**config.mk**
```make
export PLATFORM = sky130hd
export DESIGN_NAME = scan_polar_to_pixel
export DESIGN_NICKNAME = d
export VERILOG_FILES = /design/src/hw/rtl/sp2p_pkg.sv /design/src/hw/rtl/sp2p_cordic_cell.sv /design/src/hw/rtl/sp2p_place.sv /design/src/hw/rtl/scan_polar_to_pixel.sv
export SDC_FILE = /design/constraint.sdc
export NUM_CORES = 2
export LEC_CHECK = 0
export BUFFER_PORTS_ARGS = -buffer_cell sky130_fd_sc_hd__buf_2
export CORE_AREA = 2 2 727 548
export DETAILED_ROUTE_END_ITERATION = 7
export DIE_AREA = 0 0 729 550
export PLACE_DENSITY = 0.54
export RECOVER_POWER = 25
export SYNTH_ARGS = -nofsm -noshare
export SYNTH_HDL_FRONTEND = slang
export SYNTH_HIERARCHICAL = 1
export SYNTH_SLANG_ARGS = --single-unit
```
**constraint.sdc**
```tcl
create_clock -name clk -period 77.1 [get_ports clk]
set_input_delay 0 -clock clk [delete_from_list [all_inputs] [get_ports clk]]
set_output_delay 0 -clock clk [all_outputs]
set_load 0.02 [all_outputs]
```
**src/hw/rtl/sp2p_pkg.sv**
```systemverilog
// Package for the scan polar-to-pixel converter.
// Holds the CORDIC constants, the stage record type and the register indexes.
// No dependencies.
`default_nettype none

package sp2p_pkg;

  localparam int CORDIC_STEPS = 14;
  localparam int CORDIC_W     = 18;
  localparam int ANGLE_W      = 16;
  localparam int RANGE_W      = 16;
  localparam int BEAM_W       = 10;
  localparam int SCALE_W      = 8;
  localparam int RS_W         = RANGE_W + SCALE_W;
  localparam int MAG_W        = CORDIC_W - 1;
  localparam int PROD_W       = RS_W + MAG_W;
  localparam int FRAC_SHIFT   = 23;
  localparam int CFG_IDX_W    = 2;
  localparam int CFG_DATA_W   = 16;

  localparam logic signed [CORDIC_W-1:0] CORDIC_GAIN = 18'sd19898;

  localparam logic [CFG_IDX_W-1:0] REG_START_ANGLE = 2'd0;
  localparam logic [CFG_IDX_W-1:0] REG_ANGLE_STEP  = 2'd1;
  localparam logic [CFG_IDX_W-1:0] REG_PIXELS_PER_METER = 2'd2;

  localparam logic [SCALE_W-1:0] SCALE_RESET = 8'd40;

  localparam int IMG_W_DEF     = 400;
  localparam int IMG_H_DEF     = 600;
  localparam int MAX_BEAMS_DEF = 1024;

  typedef struct packed {
    logic signed [CORDIC_W-1:0] x;
    logic signed [CORDIC_W-1:0] y;
    logic signed [CORDIC_W-1:0] z;
    logic                       flip;
    logic [RS_W-1:0]            rs;
    logic                       oob;
    logic                       last;
  } cordic_t;

  function automatic logic signed [CORDIC_W-1:0] cordic_atan(input int step);
    logic signed [CORDIC_W-1:0] a;
    unique case (step)
      0:       a = 18'sd8192;
      1:       a = 18'sd4836;
      2:       a = 18'sd2555;
      3:       a = 18'sd1297;
      4:       a = 18'sd651;
      5:       a = 18'sd326;
      6:       a = 18'sd163;
      7:       a = 18'sd81;
      8:       a = 18'sd41;
      9:       a = 18'sd20;
      10:      a = 18'sd10;
      11:      a = 18'sd5;
      12:      a = 18'sd3;
      13:      a = 18'sd1;
      default: a = 18'sd0;
    endcase
    return a;
  endfunction

endpackage

`default_nettype wire

```
**src/hw/rtl/sp2p_cordic_cell.sv**
```systemverilog
// One rotation step of the CORDIC chain, with its own pipeline register.
// Depends on sp2p_pkg.
`default_nettype none

module sp2p_cordic_cell
  import sp2p_pkg::*;
#(
  parameter int SHIFT = 0
) (
  input  wire logic    clk,
  input  wire logic    rst,
  input  wire logic    en,
  input  wire logic    in_valid,
  input  wire cordic_t in_item,
  output logic         out_valid,
  output cordic_t      out_item
);

  localparam logic signed [CORDIC_W-1:0] ATAN = cordic_atan(SHIFT);

  logic signed [CORDIC_W-1:0] x_in;
  logic signed [CORDIC_W-1:0] y_in;
  logic signed [CORDIC_W-1:0] z_in;
  logic signed [CORDIC_W-1:0] xs;
  logic signed [CORDIC_W-1:0] ys;
  cordic_t                    item_next;

  assign x_in = in_item.x;
  assign y_in = in_item.y;
  assign z_in = in_item.z;
  assign xs   = x_in >>> SHIFT;
  assign ys   = y_in >>> SHIFT;

  always_comb begin
    item_next = in_item;
    if (!z_in[CORDIC_W-1]) begin
      item_next.x = x_in - ys;
      item_next.y = y_in + xs;
      item_next.z = z_in - ATAN;
    end else begin
      item_next.x = x_in + ys;
      item_next.y = y_in - xs;
      item_next.z = z_in + ATAN;
    end
  end

  always_ff @(posedge clk) begin
    if (rst) begin
      out_valid <= 1'b0;
    end else if (en) begin
      out_valid <= in_valid;
    end
  end

  always_ff @(posedge clk) begin
    if (en) begin
      out_item <= item_next;
    end
  end

endmodule

`default_nettype wire

```
**src/hw/rtl/sp2p_place.sv**
```systemverilog
// Scales sine and cosine by range and pixel scale, offsets them from the
// image center and checks the image bounds. Three pipeline stages.
// Depends on sp2p_pkg.
`default_nettype none

module sp2p_place
  import sp2p_pkg::*;
#(
  parameter int IMG_W = IMG_W_DEF,
  parameter int IMG_H = IMG_H_DEF,
  parameter int COL_W = $clog2(IMG_W),
  parameter int ROW_W = $clog2(IMG_H)
) (
  input  wire logic             clk,
  input  wire logic             rst,
  input  wire logic             en,
  input  wire logic             in_valid,
  input  wire cordic_t          in_item,
  output logic                  out_valid,
  output logic [COL_W-1:0]      col,
  output logic [ROW_W-1:0]      row,
  output logic                  hit,
  output logic                  last
);

  localparam int OFF_W = PROD_W - FRAC_SHIFT;
  localparam int POS_W = OFF_W + 2;
  localparam logic signed [POS_W-1:0] CENTER_COL = POS_W'(IMG_W / 2);
  localparam logic signed [POS_W-1:0] CENTER_ROW = POS_W'(IMG_H / 2);
  localparam logic signed [POS_W-1:0] LIMIT_COL  = POS_W'(IMG_W);
  localparam logic signed [POS_W-1:0] LIMIT_ROW  = POS_W'(IMG_H);

  logic                       v1;
  logic                       v2;
  logic                       sin_neg1;
  logic                       cos_neg1;
  logic [MAG_W-1:0]           sin_mag1;
  logic [MAG_W-1:0]           cos_mag1;
  logic [RS_W-1:0]            rs1;
  logic                       oob1;
  logic                       last1;
  logic                       sin_neg2;
  logic                       cos_neg2;
  logic [PROD_W-1:0]          sin_prod2;
  logic [PROD_W-1:0]          cos_prod2;
  logic                       oob2;
  logic                       last2;
  logic signed [CORDIC_W-1:0] y_abs;
  logic signed [CORDIC_W-1:0] x_abs;
  logic [OFF_W-1:0]           dx;
  logic [OFF_W-1:0]           dy;
  logic signed [POS_W-1:0]    col_pos;
  logic signed [POS_W-1:0]    row_pos;
  logic                       hit_next;

  assign y_abs = in_item.y[CORDIC_W-1] ? -in_item.y : in_item.y;
  assign x_abs = in_item.x[CORDIC_W-1] ? -in_item.x : in_item.x;

  assign dx = sin_prod2[PROD_W-1:FRAC_SHIFT];
  assign dy = cos_prod2[PROD_W-1:FRAC_SHIFT];

  always_comb begin
    col_pos = sin_neg2 ? CENTER_COL + POS_W'(dx) : CENTER_COL - POS_W'(dx);
    row_pos = cos_neg2 ? CENTER_ROW + POS_W'(dy) : CENTER_ROW - POS_W'(dy);
    hit_next = !oob2 && (col_pos > 0) && (col_pos < LIMIT_COL)
               && (row_pos > 0) && (row_pos < LIMIT_ROW);
  end

  always_ff @(posedge clk) begin
    if (rst) begin
      v1        <= 1'b0;
      v2        <= 1'b0;
      out_valid <= 1'b0;
    end else if (en) begin
      v1        <= in_valid;
      v2        <= v1;
      out_valid <= v2;
    end
  end

  always_ff @(posedge clk) begin
    if (en) begin
      sin_neg1  <= in_item.y[CORDIC_W-1] ^ in_item.flip;
      cos_neg1  <= in_item.x[CORDIC_W-1] ^ in_item.flip;
      sin_mag1  <= y_abs[MAG_W-1:0];
      cos_mag1  <= x_abs[MAG_W-1:0];
      rs1       <= in_item.rs;
      oob1      <= in_item.oob;
      last1     <= in_item.last;

      sin_neg2  <= sin_neg1;
      cos_neg2  <= cos_neg1;
      sin_prod2 <= PROD_W'(rs1) * PROD_W'(sin_mag1);
      cos_prod2 <= PROD_W'(rs1) * PROD_W'(cos_mag1);
      oob2      <= oob1;
      last2     <= last1;

      hit  <= hit_next;
      col  <= hit_next ? col_pos[COL_W-1:0] : '0;
      row  <= hit_next ? row_pos[ROW_W-1:0] : '0;
      last <= last2;
    end
  end

endmodule

`default_nettype wire

```
**src/hw/rtl/scan_polar_to_pixel.sv**
```systemverilog
// Top level of the scan polar-to-pixel converter: beam angle stage,
// CORDIC cell chain and placement stages. Depends on sp2p_pkg,
// sp2p_cordic_cell and sp2p_place.
//
// Usage: each input transaction on s_* carries one range sample and its
// beam index; s_tlast marks the last sample of a scan. Each produces exactly
// one output transaction on m_* with the image column and row, m_tuser set when
// the beam index is below MAX_BEAMS and the point lies strictly inside the image,
// and m_tlast copied through. Registers start_angle, angle_step and pixels_per_meter
// are written through cfg_wr_en, cfg_index and cfg_data; the user must write them
// only while no sample is in flight, as the block itself does not enforce it.
// Throughput is one transaction per cycle while the output is not stalled, through
// one angle and scale stage, fourteen CORDIC cells and three placement stages.
// The whole pipeline advances together, so when m_tready is low with a result
// waiting, s_tready drops and every stage holds its contents. Reset empties the
// pipeline and restores start_angle 0, angle_step 0 and pixels_per_meter 40.
`default_nettype none

module scan_polar_to_pixel
  import sp2p_pkg::*;
#(
  parameter int IMG_W     = IMG_W_DEF,
  parameter int IMG_H     = IMG_H_DEF,
  parameter int MAX_BEAMS = MAX_BEAMS_DEF,
  parameter int COL_W     = $clog2(IMG_W),
  parameter int ROW_W     = $clog2(IMG_H),
  parameter int OUT_DW    = ((COL_W + ROW_W + 7) / 8) * 8
) (
  input  wire logic                  clk,
  input  wire logic                  rst,
  input  wire logic                  cfg_wr_en,
  input  wire logic [CFG_IDX_W-1:0]  cfg_index,
  input  wire logic [CFG_DATA_W-1:0] cfg_data,
  input  wire logic                  s_tvalid,
  output logic                       s_tready,
  input  wire logic [31:0]           s_tdata,  // range_value, beam_index
  input  wire logic                  s_tlast,  // last_beam
  output logic                       m_tvalid,
  input  wire logic                  m_tready,
  output logic [OUT_DW-1:0]          m_tdata,  // pixel_col, pixel_row
  output logic                       m_tuser,  // hit
  output logic                       m_tlast   // last_point
);

  logic [ANGLE_W-1:0]          start_angle;
  logic [ANGLE_W-1:0]          angle_step;
  logic [SCALE_W-1:0]          pixels_per_meter;
  logic                        en;
  logic [RANGE_W-1:0]          range_value;
  logic [BEAM_W-1:0]           beam_index;
  logic [BEAM_W+ANGLE_W-1:0]   beam_prod;
  logic [ANGLE_W-1:0]          angle;
  cordic_t                     seed;
  logic                        chain_valid [0:CORDIC_STEPS];
  cordic_t                     chain_item  [0:CORDIC_STEPS];
  logic [COL_W-1:0]            col;
  logic [ROW_W-1:0]            row;

  always_ff @(posedge clk) begin
    if (rst) begin
      start_angle      <= '0;
      angle_step       <= '0;
      pixels_per_meter <= SCALE_RESET;
    end else if (cfg_wr_en) begin
      unique case (cfg_index)
        REG_START_ANGLE:      start_angle      <= cfg_data[ANGLE_W-1:0];
        REG_ANGLE_STEP:       angle_step       <= cfg_data[ANGLE_W-1:0];
        REG_PIXELS_PER_METER: pixels_per_meter <= cfg_data[SCALE_W-1:0];
        default: ;
      endcase
    end
  end

  assign en       = !m_tvalid || m_tready;
  assign s_tready = en;

  assign range_value = s_tdata[RANGE_W-1:0];
  assign beam_index  = s_tdata[RANGE_W+BEAM_W-1:RANGE_W];
  assign beam_prod   = (BEAM_W+ANGLE_W)'(beam_index) * (BEAM_W+ANGLE_W)'(angle_step);
  assign angle       = start_angle + beam_prod[ANGLE_W-1:0];

  // Angles in the left half-plane are turned by half a circle; the flip bit
  // negates sine and cosine afterwards.
  always_comb begin
    seed      = '0;
    seed.x    = CORDIC_GAIN;
    seed.y    = '0;
    seed.z    = {{(CORDIC_W-ANGLE_W+2){angle[ANGLE_W-2]}}, angle[ANGLE_W-3:0]};
    seed.flip = angle[ANGLE_W-1] ^ angle[ANGLE_W-2];
    seed.rs   = RS_W'(range_value) * RS_W'(pixels_per_meter);
    seed.oob  = 32'(beam_index) >= 32'(MAX_BEAMS);
    seed.last = s_tlast;
  end

  always_ff @(posedge clk) begin
    if (rst) begin
      chain_valid[0] <= 1'b0;
    end else if (en) begin
      chain_valid[0] <= s_tvalid;
    end
  end

  always_ff @(posedge clk) begin
    if (en) begin
      chain_item[0] <= seed;
    end
  end

  for (genvar i = 0; i < CORDIC_STEPS; i++) begin : g_cell
    sp2p_cordic_cell #(
      .SHIFT(i)
    ) u_cell (
      .clk      (clk),
      .rst      (rst),
      .en       (en),
      .in_valid (chain_valid[i]),
      .in_item  (chain_item[i]),
      .out_valid(chain_valid[i+1]),
      .out_item (chain_item[i+1])
    );
  end

  sp2p_place #(
    .IMG_W(IMG_W),
    .IMG_H(IMG_H),
    .COL_W(COL_W),
    .ROW_W(ROW_W)
  ) u_place (
    .clk      (clk),
    .rst      (rst),
    .en       (en),
    .in_valid (chain_valid[CORDIC_STEPS]),
    .in_item  (chain_item[CORDIC_STEPS]),
    .out_valid(m_tvalid),
    .col      (col),
    .row      (row),
    .hit      (m_tuser),
    .last     (m_tlast)
  );

  assign m_tdata = OUT_DW'({row, col});

`ifndef SYNTHESIS
  a_hit_inside: assert property (@(posedge clk) disable iff (rst)
    m_tvalid && m_tuser |-> (col != '0) && (row != '0)
      && (32'(col) < 32'(IMG_W)) && (32'(row) < 32'(IMG_H)))
    else $error("hit reported for a pixel outside the image");
  a_miss_zero: assert property (@(posedge clk) disable iff (rst)
    m_tvalid && !m_tuser |-> (col == '0) && (row == '0))
    else $error("miss carries a nonzero pixel");
  a_chain_hold: assert property (@(posedge clk) disable iff (rst)
    !en |=> $stable(chain_valid[CORDIC_STEPS]) && $stable(chain_valid[0]))
    else $error("pipeline moved while the output was stalled");
`endif

endmodule

`default_nettype wire

```
==> out/metrics.cfg <==
[final_layout]
synthToLayoutAreaGrowth_pct=10.5
num-nets-final=13494
layout-drive-gt1-share=0.0494
fillCellCount=40445
fin_util=0.323

[critical_path]
r2r-end=u_place/rs1[12]$_DFFE_PP_
reg2reg_depth=7
crit_required_ns=77.50
worstPathMaxFanout=73
critical_path.cell_chain=nand2b_1, clkbuf_1, buf_4, buf_4, buf_4, buf_4, buf_4
crit_type=flop to flop
timing.rr.start=u_place/out_valid$_SDFFE_PP0P_
rrSetupSlack_ns=69.18
crit_top_cell=buf_4
crit_path_start_kind=flop
cp_slowest_cell=clkbuf_1
slowest_delay_ns=1.81
cp.arrival_ns=8.32
crit_path_end_kind=flop
setup.worst_path.end=u_place/rs1[12]$_DFFE_PP_
startpoint=u_place/out_valid$_SDFFE_PP0P_

[flow_run]
cap_violations=5

[route]
routed_wl_um=275000
wire_per_inst_um=16.3
route.detailed.drc=0
via_per_inst=4.75
ant_nets=0
dr.pass1.iters=5
drtIter0Drc=5727
via_count=80238

[synth]
syn_inst=11368
yosysWarnings=6
netlist_area_um2=115000
avgSynthCellArea_um2=10.1

[floorplan]
pin_count=84
fp.dieH_um=550
start_util=0.293
core_um2=394000
fp.dieW_um=729
rows=200
fp.dieArea_um2=401000

[global_route]
overflow=0
grt_pass1_vias=77157
antenna_found_initial=17
grt_pass1_wl_um=439000
grt_max_degree=131
grt_usage=0.135

[place]
post-dp-hpwl_um=207000
pre_cts_slack_ns=69.32
routabilityCongestion=0.849
numPortBuffers=72

[timing]
timing.final.ws_setup_ns=69.18
setup-violations-final=0
worst_pin_slew_ns=2.80
fin_crit_ns=7.92
timing.setup.tns_ns=0
worst_clock_skew_ns=0.0595
hold_violations=0
drv_slew=213
relSlewSlack=-0.866
fin_crit_sh=0.103
fmax_mhz=126
grt_setup_unrepaired=no

[cts]
cts_max_level=4
clock_path_buffers=4
numCtsBuffers=149
clk_pin_slew_worst_paths_ns=0.06
insertion_delay_ns=0.84
cts_resized=0
tritoncts=yes
cts-root-buf=clkbuf_16
clock_sinks=1320

[run_status]
status=finished, violations left
violations=capacitance limit, slew limit

[worst_hold_path]
hold_class=input pin to flop

[routing by layer]
metal | vias up | global-route usage | routed length (um) | part of all wire
met1 | 38807 | 0.212 | 143000 | 0.52
met2 | 1757 | 0.195 | 112000 | 0.41
met4 | 4 | 0.0264 | 5130 | 0.019
met3 | 274 | 0.0196 | 15300 | 0.056
li1 | 39396 | - | - | -
met5 | - | 0 | 37 | 0.00013
[final cells by class]
| class | count | area (um^2) | share of cell area |
|---|---|---|---|
| inverter | 1429 | 5360 | 0.0421 |
| antenna | 5 | 12.5 | 0.0000982 |
| timing repair buffer | 225 | 1610 | 0.0127 |
| sequential | 1320 | 39100 | 0.307 |
| clock buffer | 174 | 3970 | 0.0312 |
| multi-input combinational | 8401 | 70000 | 0.549 |
| clock inverter | 82 | 827 | 0.00649 |
| tap | 5252 | 6570 | 0.0516 |
[registers in the layout, summed over array words and instances (netlist names), 9 cells and up]
name	flops
g_cell.u_cell/out_item	1098
chain_item	41
u_place/sin_prod2	18
angle_step	16
u_place/cos_mag1	17
start_angle	16
g_cell.u_cell/out_valid	14
u_place/cos_prod2	18
u_place/rs1	24
u_place/row	10
u_place/sin_mag1	17
u_place/col	9
[per-stage QoR]
step,std cells,hold slack [ns],cell area [um^2]
4_1_cts,16883,0.000236,127000
6_report,16888,0.0767,127000
3_3_place_gp,16568,0.184,122000
5_1_grt,16884,0.0199,127000
3_5_place_dp,16568,0.186,122000
2_1_floorplan,11480,0.0724,116000
[layout by cell type (no fill, tap or decap), types with 43 or more instances in the layout]
cell type and n:
nor3_1 164, a21o_1 252, clkbuf_16 154, nor2_1 627, inv_1 1425, nor4_1 44
and2_1 484, buf_2 48, o21ai_0 396, nand2b_1 94, and3_1 57, dfxtp_1 58
o211ai_1 63, ha_1 1049, conb_1 114, dlygate4sd3_1 59, clkbuf_1 46, a211oi_1 96
xor2_1 295, buf_4 86, o31ai_1 43, nand2_1 1072, nand3_1 134, xnor2_1 615
a31oi_1 90, a21oi_1 767, edfxtp_1 1262, nand4_1 61, o21bai_1 69, fa_1 863
mux2i_1 61, o21a_1 108, nor2b_1 83
[worst min-delay path by stage]
stage	start	slack (ns)	depth (start not counted)	endpoint
2_1_floorplan	rst	0.07	1	g_cell[0].u_cell/out_valid$_SDFFE_PP0P_
6_report	cfg_data[0]	0.08	4	start_angle[0]$_SDFFE_PP0P_
3_3_place_gp	s_tlast	0.18	1	chain_item[1134]$_DFFE_PP_
3_5_place_dp	s_tlast	0.19	1	chain_item[1134]$_DFFE_PP_
4_1_cts	cfg_data[4]	0.0002	4	angle_step[4]$_SDFFE_PP0P_
5_1_grt	cfg_data[0]	0.02	4	start_angle[0]$_SDFFE_PP0P_
[worst max-delay path: cells and delay by family, from the launching register on]
kind,cells,cell delay [ns]
buffers and inverters,6,5.63
and+or+nand+nor,1,1.26
DFF,1,0.32
[what timing repair did]
action / 4_1_cts / 5_1_grt
buffers inserted: 0 / 0
hold buffers: 59 / 0
hold endpoints to repair: 86 / 0
Power is left out: the tool's default activity adds up to more than one toggle a clock period on the data nets, which glitch-free logic cannot reach.
